==> src/hw/rtl/fst_pkg.sv <==
package fst_pkg;

   localparam int MAX_FADERS = 24;

   localparam int MODE_W   = 3;
   localparam int FADER_W  = 5;
   localparam int LEVEL_W  = 11;
   localparam int TIME_W   = 32;
   localparam int PAGE_W   = 7;
   localparam int NUM_W    = 5;
   localparam int THRESH_W = 11;

   localparam logic [TIME_W-1:0]  SEND_HOLD_MS  = TIME_W'(1500);
   localparam logic [TIME_W-1:0]  EXT_SETTLE_MS = TIME_W'(200);
   localparam logic [LEVEL_W-1:0] FULL_LEVEL    = LEVEL_W'(1024);
   localparam logic [PAGE_W-1:0]  ABS_MAX_PAGE  = PAGE_W'(100);
   localparam logic [PAGE_W-1:0]  MIN_PAGE      = PAGE_W'(1);

   localparam logic [MODE_W-1:0] MODE_EXT_MOVE     = 3'd0;
   localparam logic [MODE_W-1:0] MODE_LOCAL_SET    = 3'd1;
   localparam logic [MODE_W-1:0] MODE_FEEDBACK     = 3'd2;
   localparam logic [MODE_W-1:0] MODE_PAGE_STEP    = 3'd3;
   localparam logic [MODE_W-1:0] MODE_SET_PAGE     = 3'd4;
   localparam logic [MODE_W-1:0] MODE_RECONNECT    = 3'd5;
   localparam logic [MODE_W-1:0] MODE_IGNORE_MARK  = 3'd6;
   localparam logic [MODE_W-1:0] MODE_CONSOLE_PAGE = 3'd7;

   localparam int APB_ADDR_W = 4;
   localparam int APB_DATA_W = 32;
   localparam int CSR_IDX_W  = 2;

   localparam logic [CSR_IDX_W-1:0] CSR_NUM_FADERS   = 2'd0;
   localparam logic [CSR_IDX_W-1:0] CSR_CATCH_ENABLE = 2'd1;
   localparam logic [CSR_IDX_W-1:0] CSR_CATCH_THRESH = 2'd2;
   localparam logic [CSR_IDX_W-1:0] CSR_MAX_PAGE     = 2'd3;

   localparam logic [NUM_W-1:0]    NUM_FADERS_RESET   = NUM_W'(10);
   localparam logic                CATCH_ENABLE_RESET = 1'b1;
   localparam logic [THRESH_W-1:0] CATCH_THRESH_RESET = THRESH_W'(16);
   localparam logic [PAGE_W-1:0]   MAX_PAGE_RESET     = PAGE_W'(30);

   typedef struct packed {
      logic [MODE_W-1:0]  mode;
      logic [FADER_W-1:0] fader;
      logic [LEVEL_W-1:0] level;
      logic [TIME_W-1:0]  now_ms;
      logic [PAGE_W-1:0]  page_value;
      logic               step_up;
      logic               ignore_flag;
   } req_type;

   typedef struct packed {
      logic               send_level;
      logic [FADER_W-1:0] out_fader;
      logic [LEVEL_W-1:0] out_level;
      logic               in_sync;
      logic [PAGE_W-1:0]  page;
      logic               send_config;
   } rsp_type;

   typedef struct packed {
      logic [NUM_W-1:0]    num_faders;
      logic                catch_enable;
      logic [THRESH_W-1:0] catch_thresh;
      logic [PAGE_W-1:0]   max_page;
   } cfg_type;

endpackage

==> src/hw/rtl/fst_csr.sv <==
module fst_csr (
   input  logic                          clock,
   input  logic                          reset,
   input  logic                          psel,
   input  logic                          penable,
   input  logic                          pwrite,
   input  logic [fst_pkg::APB_ADDR_W-1:0] paddr,
   input  logic [fst_pkg::APB_DATA_W-1:0] pwdata,
   output logic [fst_pkg::APB_DATA_W-1:0] prdata,
   output logic                          pready,
   output fst_pkg::cfg_type              cfg
);
   import fst_pkg::*;

   cfg_type               cfg_ff;
   cfg_type               cfg_in;
   logic                  wr_en;
   logic [CSR_IDX_W-1:0]  reg_idx;

   assign pready  = 1'b1;
   assign wr_en   = psel && penable && pwrite && pready;
   assign reg_idx = paddr[CSR_IDX_W+1:2];
   assign cfg     = cfg_ff;

   always_comb begin
      cfg_in = cfg_ff;
      unique case (reg_idx)
         CSR_NUM_FADERS:   cfg_in.num_faders   = pwdata[NUM_W-1:0];
         CSR_CATCH_ENABLE: cfg_in.catch_enable = pwdata[0];
         CSR_CATCH_THRESH: cfg_in.catch_thresh = pwdata[THRESH_W-1:0];
         CSR_MAX_PAGE:     cfg_in.max_page     = pwdata[PAGE_W-1:0];
      endcase
   end

   always_comb begin
      unique case (reg_idx)
         CSR_NUM_FADERS:   prdata = APB_DATA_W'(cfg_ff.num_faders);
         CSR_CATCH_ENABLE: prdata = APB_DATA_W'(cfg_ff.catch_enable);
         CSR_CATCH_THRESH: prdata = APB_DATA_W'(cfg_ff.catch_thresh);
         CSR_MAX_PAGE:     prdata = APB_DATA_W'(cfg_ff.max_page);
      endcase
   end

   always_ff @(posedge clock) begin
      if (reset) begin
         cfg_ff.num_faders   <= NUM_FADERS_RESET;
         cfg_ff.catch_enable <= CATCH_ENABLE_RESET;
         cfg_ff.catch_thresh <= CATCH_THRESH_RESET;
         cfg_ff.max_page     <= MAX_PAGE_RESET;
      end else if (wr_en) begin
         cfg_ff <= cfg_in;
      end
   end

endmodule

==> config.mk <==
export PLATFORM = sky130hd
export DESIGN_NAME = fst_csr
export DESIGN_NICKNAME = d
export VERILOG_FILES = /design/src/hw/rtl/fst_pkg.sv /design/src/hw/rtl/fst_csr.sv
export SDC_FILE = /design/constraint.sdc
export NUM_CORES = 1
export LEC_CHECK = 0
export ABC_AREA = 1
export CORE_MARGIN = 2
export CORE_UTILIZATION = 50
export DETAILED_ROUTE_END_ITERATION = 10
export DONT_BUFFER_PORTS = 1
export PLACE_DENSITY = 0.7
export SETUP_SLACK_MARGIN = 0.15
export SLEW_MARGIN = 20
export SYNTH_ARGS = -nofsm -noshare
export SYNTH_HDL_FRONTEND = slang
export SYNTH_SLANG_ARGS = --single-unit
export TNS_END_PERCENT = 5
==> constraint.sdc <==
create_clock -name clock -period 1.1 [get_ports clock]
set_clock_uncertainty 0.1 [all_clocks]
set_input_delay 0.165 -clock clock [delete_from_list [all_inputs] [get_ports clock]]
set_output_delay 0.165 -clock clock [all_outputs]
set_load 0.02 [all_outputs]
# == After elaboration in Yosys (flattened, before gate mapping) ==
# Cells that the tools add are included.
# W data, S select, Z words.
# totals
reg_bits,24
input_bits,41
word_cells,15
# classes
n_eq_ne,3
muxes,1
reduce_logical,7
# op_table
op,n
$pmux W32 S4,1
$reduce_and A2 Y1,4
$eq A2 B2 Y1 const B,2
$eq A2 B1 Y1 const B,1
$logic_and A1 B1 Y1,2
$logic_not A2 Y1,1

# == Longest topological paths before layout ==
# Gate-level depths: netlist of run 1.
# depth
depth_word,3
depth_mapped,6
depth_no_buf,5

# == Least setup slack after synthesis of run 1 ==
# OpenSTA, ideal clock, no wires.
# synth_path
kind,register -> output
start,"reg cfg_ff, in the netlist cfg[17]"
end,out prdata[10] (netlist name)
arrival_time_ns,0.798
required_time_ns,0.835
slack_ns,0.037
stages_incl_launch_ff,3
path_buffers,0
path_cell_list,dfxtp_1 > inv_1 > nor2_1
# synth_between
elab_chain_cells,1
# synth_rtl
element,line_no,source
"start, declared",fst_csr.sv:15,cfg_type cfg_ff;
"start signal, assigned",fst_csr.sv:51,cfg_ff <= cfg_in;
$pmux W32 S4,fst_csr.sv:36,unique case (reg_idx)
"end, declared",fst_csr.sv:9,"output logic [fst_pkg::APB_DATA_W-1:0] prdata,"
# Every way passes these cells. The select of a mux whose other input is x is not followed.

# == Worst setup path in the final report of run 1 ==
# layout_path
start,"reg cfg_ff, in the netlist cfg[0]"
end,out prdata[0] (netlist name)
# The elaborated chain is that of the path after synthesis.

==> impl_metrics.py, run 1 <==
metrics = {
    "route": {
        "final_antenna_net_count": 0,
        "drt_wl_total_um": 3510,
        "vias_per_cell": 4.99,
        "vias": 1387,
        "routedWlPerCell_um": 12.6,
        "route.detailed.drc": 0,
        "first_pass_iters": 5,
        "dr.first_iter.drc_count": 32,
    },
    "synth": {
        "synth_top_area_cell": "dfxtp_1",
        "synth_area_per_cell_um2": 6.44,
        "synth_area_leaders": "dfxtp_1, nand2_1, buf_4",
        "synthDistinctLibCells": 17,
        "yosysSeqAreaShare": 0.364,
        "synth_top_area_share": 0.364,
        "syn_area_um2": 1320,
        "synth-seq-cells": 24,
        "yosysWarnings": 0,
        "synthCells": 205,
    },
    "timing": {
        "report.final.setup_viol": 11,
        "layout_setup_ws_ns": -0.180,
        "hold_slack_ns": -0.0209,
        "hold_viol_final": 3,
        "min_period_over_period": 1.16,
        "max_freq_mhz": 781,
        "drv_slew": 0,
        "grt_setup_unrepaired": "true",
        "min_period_ns": 1.28,
    },
    "placement": {
        "portBuffers": 0,
        "place_hpwl_um": 2510,
        "placed_cells": 263,
        "preCtsSetupSlack_ns": -0.00537,
        "place.gp.congestion": 0.793,
    },
    "power_and_ir_drop": {
        "ir_drop_mv": 0.922,
        "power.density_nw_per_um2": 1030,
        "leakage_nw": 0.931,
    },
    "worst_setup_path": {
        "critPathMaxStageDelay_ns": 0.40,
        "path_cells": "nand2_2 -> nand4_1",
        "endpoint_kind": "output port",
        "startpoint_type": "flip-flop",
        "critical_path_required_ns": 0.83,
        "worst_path_dominant_cell_family": "flip-flops",
        "worstPathArrival_ns": 1.02,
        "cp_max_fo": 3,
        "path_class": "reg -> out",
        "slowest_stage": "dfxtp_4",
        "crit_buf_inv": 0,
    },
    "global_route": {
        "grt_first_pass_wirelength_um": 5870,
        "grt_pass1_vias": 1346,
        "antenna_found_initial": 0,
        "grt_max_degree": 25,
        "use_met2": 0.429,
        "overflow": 0,
        "grt_use_met3": 0.0492,
        "grt.total_usage": 0.234,
        "top_usage_layer": "met2",
        "grt_use_met1": 0.272,
    },
    "clocking": {
        "cts_made_buffers": 3,
        "cts_tree": "done",
        "worstSkewPairLatency_ns": 0.32,
        "cts.path.max_buffers": 2,
        "postCtsHoldBufs": 11,
        "cts_setup_buffers": 0,
        "cts.clk_slew.worst_paths_ns": 0.15,
        "htree_levels": 1,
        "clkSinkCount": 24,
        "clockRootBuffer": "clkbuf_4",
    },
    "floorplanning": {
        "rows": 18,
        "core_um2": 2500,
        "die-width_um": 55.4,
        "dieHeight_um": 55.4,
        "dieArea_um2": 3070,
        "start_util": 0.528,
        "ios": 98,
    },
    "status": {
        "violations": "negative hold slack, negative setup slack",
        "run_status": "finished with violations",
    },
    "hold_path": {
        "hold_class": "in -> reg",
    },
    "final_layout": {
        "largest_reg_flops": 24,
        "final_cells": 278,
        "syn_to_final_growth_pct": 43.5,
        "num_antenna_cells": 0,
        "final_nets": 290,
        "drive_above_1_share": 0.347,
    },
    "flow_run": {
        "cap_violations": 0,
    },
}
[where the power goes]
part | switching, W | internal [W] | leakage (nW)
Sequential | 0.0000159 | 0.000890 | 0.199
Clock | 0.000272 | 0.000368 | 0.0279
Combinational | 0.000259 | 0.000142 | 0.705
Total | 0.000547 | 0.00140 | 0.931
[stage by stage]
stage                      util  TNS [ns]  total power, W  area (um2)
after floorplan               -         0         0.00123        1460
after global placement    0.640         0         0.00126        1600
after detailed placement  0.640  -0.00683         0.00126        1600
after CTS                 0.741    -0.706         0.00194        1850
after global routing      0.758     -1.23         0.00203        1890
final                     0.758    -0.666         0.00195        1890
[logic make-up (layout without fill, tap and decap cells)]
| group | after synthesis | in the layout | share of synthesized area |
|---|---|---|---|
| AND/OR/NAND/NOR | 127 | 127 | 0.403 |
| buffers and inverters | 49 | 72 | 0.210 |
| flip-flops | 24 | 24 | 0.364 |
| AO/OA/AOI/OAI | 3 | 3 | 0.0171 |
| other | 2 | 22 | 0.00569 |
[cells in the mapped netlist]
cell type and number:
conb_1 2, a22o_1 2, buf_2 3, buf_1 1, nand2_1 52, inv_1 19
nor2_2 2, nand2_2 1, clkbuf_1 1, inv_2 1, nor2_1 40, nor2_4 1
nand3_1 30, dfxtp_1 24, o21ai_0 1, buf_4 24, nand4_1 1
[placed cells by master (no fill, tap or decap)]
cell / n
nand2_1: 51
nor2_1: 36
nand3_1: 26
dfxtp_2: 23
conb_1: 22
buf_6: 19
buf_4: 15
inv_1: 14
dlygate4sd3_1: 11
inv_2: 6
nor2_4: 5
nand3_2: 3
clkbuf_4: 3
buf_12: 3
nor2_2: 2
a22o_4: 2
nand2_2: 1
nand4_1: 1
nand2_4: 1
nand3_4: 1
o21ai_0: 1
dfxtp_4: 1
bufinv_16: 1
[worst register-to-register path, delay by kind of cell (launching register included)]
kind,cells,cell delay [ns]
compound gates,1,0.08
flops,1,0.35
buf+inv,1,0.12
simple gates,1,0.09
[area by class of cell]
type	count	area (um2)
clock buffer	3	22.5
inverter	20	75.1
clock inverter	1	30.0
tap	30	37.5
fill	189	606
multi-input combinational	152	719
timing repair buffer	48	497
sequential	24	513
[what timing repair did]
action,CTS,global route
endpoints found under the setup margin,35,36
gates resized for setup,43,11
endpoints found under the hold margin,22,1
pin swaps,8,1
[routing by layer]
layer  up-vias  wire, um
li1        674         -
met1       639      1340
met2        70      1870
met3         4       269
met4         0        28
met5         -         0
[path summary, 6_finish.rpt]
check	from	to	slack [ns]	cells past startpoint
hold reg to reg	cfg[9]	cfg[9]	0.42	2
hold / removal	paddr[3]	cfg[18]	-0.02	3
setup / recovery	cfg[0]	prdata[0]	-0.18	2
setup reg to reg	cfg[11]	cfg[11]	0.25	3
No activity file was read; power rests on OpenSTA's default activity.
==> inputs of run 2 (changes only) <==
--- a/config.mk
+++ b/config.mk
@@ -6,11 +6,11 @@
 export NUM_CORES = 1
 export LEC_CHECK = 0
 export ABC_AREA = 1
-export CORE_MARGIN = 2
-export CORE_UTILIZATION = 50
+export CORE_MARGIN = 4
+export CORE_UTILIZATION = 36
 export DETAILED_ROUTE_END_ITERATION = 10
 export DONT_BUFFER_PORTS = 1
-export PLACE_DENSITY = 0.7
+export PLACE_DENSITY = 0.55
 export SETUP_SLACK_MARGIN = 0.15
 export SLEW_MARGIN = 20
 export SYNTH_ARGS = -nofsm -noshare
==> run 2 against run 1 <==
  * The run ends with negative setup slack left
  * Global-route usage is 7.4 points lower
  * Hold slack improved by 0.027 ns
  * Cell count grew 4.7%
  * Critical path type unchanged
  * Via count fell by 8.4%
  * Largest cell class unchanged
  * Combinational power fell by 3%
  * Fmax increased by 7.8%
  * Design area increased by 0.53%
==> impl_metrics.py, run 2 (same netlist as run 1, synthesis figures left out) <==
metrics = {
    "clocking": {
        "worstSkewPairLatency_ns": 0.26,
        "htree_levels": 1,
        "clkSinkCount": 24,
        "cts_tree": "done",
        "cts.path.max_buffers": 2,
        "cts.clk_slew.worst_paths_ns": 0.09,
        "cts_made_buffers": 3,
        "clockRootBuffer": "clkbuf_8",
    },
    "worst_setup_path": {
        "cp.depth": 2,
        "worstPathArrival_ns": 0.92,
        "timing.rr.start": "cfg[10]",
        "critical_path_required_ns": 0.83,
        "path_cells": "nand2_2 -> nand4_1",
        "critPathMaxStageDelay_ns": 0.38,
        "worst_path_dominant_cell_family": "flip-flops",
        "crit_buf_inv": 0,
        "cp_max_fo": 3,
        "startpoint": "cfg[0]",
        "r2r_cells": 3,
        "slowest_stage": "dfxtp_4",
        "path_class": "reg -> out",
        "startpoint_type": "flip-flop",
        "endpoint_kind": "output port",
    },
    "timing": {
        "drv_slew": 0,
        "min_period_over_period": 1.08,
        "hold_slack_ns": 0.00574,
        "grt_setup_unrepaired": "true",
        "report.final.setup_viol": 3,
        "max_freq_mhz": 842,
        "layout_setup_ws_ns": -0.0874,
        "min_period_ns": 1.19,
        "hold_viol_final": 0,
    },
    "hold_path": {
        "hold_class": "in -> reg",
        "hold_depth": 4,
        "hold_start": "pwdata[7]",
    },
    "route": {
        "first_pass_iters": 4,
        "vias": 1271,
        "dr.first_iter.drc_count": 90,
        "final_antenna_net_count": 0,
        "vias_per_cell": 4.37,
        "route.detailed.drc": 0,
        "drt_wl_total_um": 3500,
        "routedWlPerCell_um": 12.0,
    },
    "final_layout": {
        "num_antenna_cells": 0,
        "largest_reg_flops": 24,
        "final_nets": 287,
        "postLayoutCoreUtil": 0.553,
        "drive_above_1_share": 0.392,
        "final_cell_mix": "nand2_1, nor2_1, nand3_1",
        "syn_to_final_growth_pct": 44.3,
        "final_common_cell": "nand2_1",
    },
    "power_and_ir_drop": {
        "seqPwrFrac": 0.476,
        "power.density_nw_per_um2": 1000,
        "swShare": 0.295,
        "clockPowerShare": 0.319,
        "ir_drop_mv": 0.439,
        "p_comb_frac": 0.204,
        "p_int_w": 0.00134,
        "power_switching_w": 0.000562,
        "leakage_nw": 0.928,
    },
    "global_route": {
        "overflow": 0,
        "grt_max_degree": 25,
        "grt_first_pass_wirelength_um": 5550,
        "grt.total_usage": 0.160,
        "antenna_found_initial": 0,
        "grt_pass1_vias": 1215,
    },
    "placement": {
        "place.gp.congestion": 0.815,
        "place_hpwl_um": 2560,
        "portBuffers": 0,
    },
    "floorplanning": {
        "ios": 98,
        "die-width_um": 68.6,
        "rows": 21,
        "start_util": 0.383,
        "dieArea_um2": 4700,
        "core_um2": 3440,
        "dieHeight_um": 68.6,
    },
    "status": {
        "run_status": "finished with violations",
        "violations": "negative setup slack",
    },
    "flow_run": {
        "cap_violations": 0,
    },
}
==> run 2: layout make-up <==
type                       instances  area [um2]
clock buffer                       4        55.1
fill                             337        1540
inverter                          20        75.1
multi-input combinational        152         762
sequential                        24         513
tap                               46        57.6
timing repair buffer              45         442
==> run 2: worst register-to-register path, cell delays in order (launching register included) <==
cell and delay, ns:
dfxtp_2 0.34, buf_6 0.13, nor2_1 0.10, nor2_1 0.05
==> run 2: path summary, 6_finish.rpt <==
| check | to | slack (ns) |
|---|---|---|
| hold / removal | cfg[14] | 0.006 |
| setup / recovery | prdata[0] | -0.09 |
| setup reg to reg | cfg[10] | 0.29 |
| hold reg to reg | cfg[6] | 0.41 |
==> run 2: metal layers <==
layer | global-route usage | share of wire | vias up
met4 | 0.0670 | 0.021 | 0
met5 | 0 | 0 | -
met2 | 0.274 | 0.49 | 52
met3 | 0.0308 | 0.072 | 6
li1 | - | - | 668
met1 | 0.193 | 0.41 | 545
==> run 2: metrics by stage <==
step	cell area (um2)	instances	power [W]	TNS, ns	setup slack, ns
after global placement	1620	282	0.00126	0	0.0560
after floorplan	1460	225	0.00123	0	0.117
after global routing	1900	291	0.00199	-0.381	-0.147
final	1900	291	0.00190	-0.161	-0.0874
after detailed placement	1620	282	0.00126	0	0.0645
after CTS	1900	291	0.00192	-0.187	-0.0968
==> run 2: what timing repair did <==
| item | 4_1_cts | 5_1_grt |
|---|---|---|
| pin swaps | 13 | 2 |
| buffers inserted | 0 | 0 |
| endpoints found under the setup margin | 34 | 34 |
| hold endpoints to repair | 8 | 0 |
| hold buffers | 5 | 0 |
| resized for setup | 66 | 0 |
==> run 2: power groups by stage <==
stage	clock (W)	combinational [W]	sequential [W]
after floorplan	0	0.000284	0.000945
after global placement	0	0.000338	0.000921
after detailed placement	0	0.000340	0.000921
after CTS	0.000622	0.000390	0.000906
after global routing	0.000653	0.000429	0.000910
final	0.000608	0.000389	0.000907
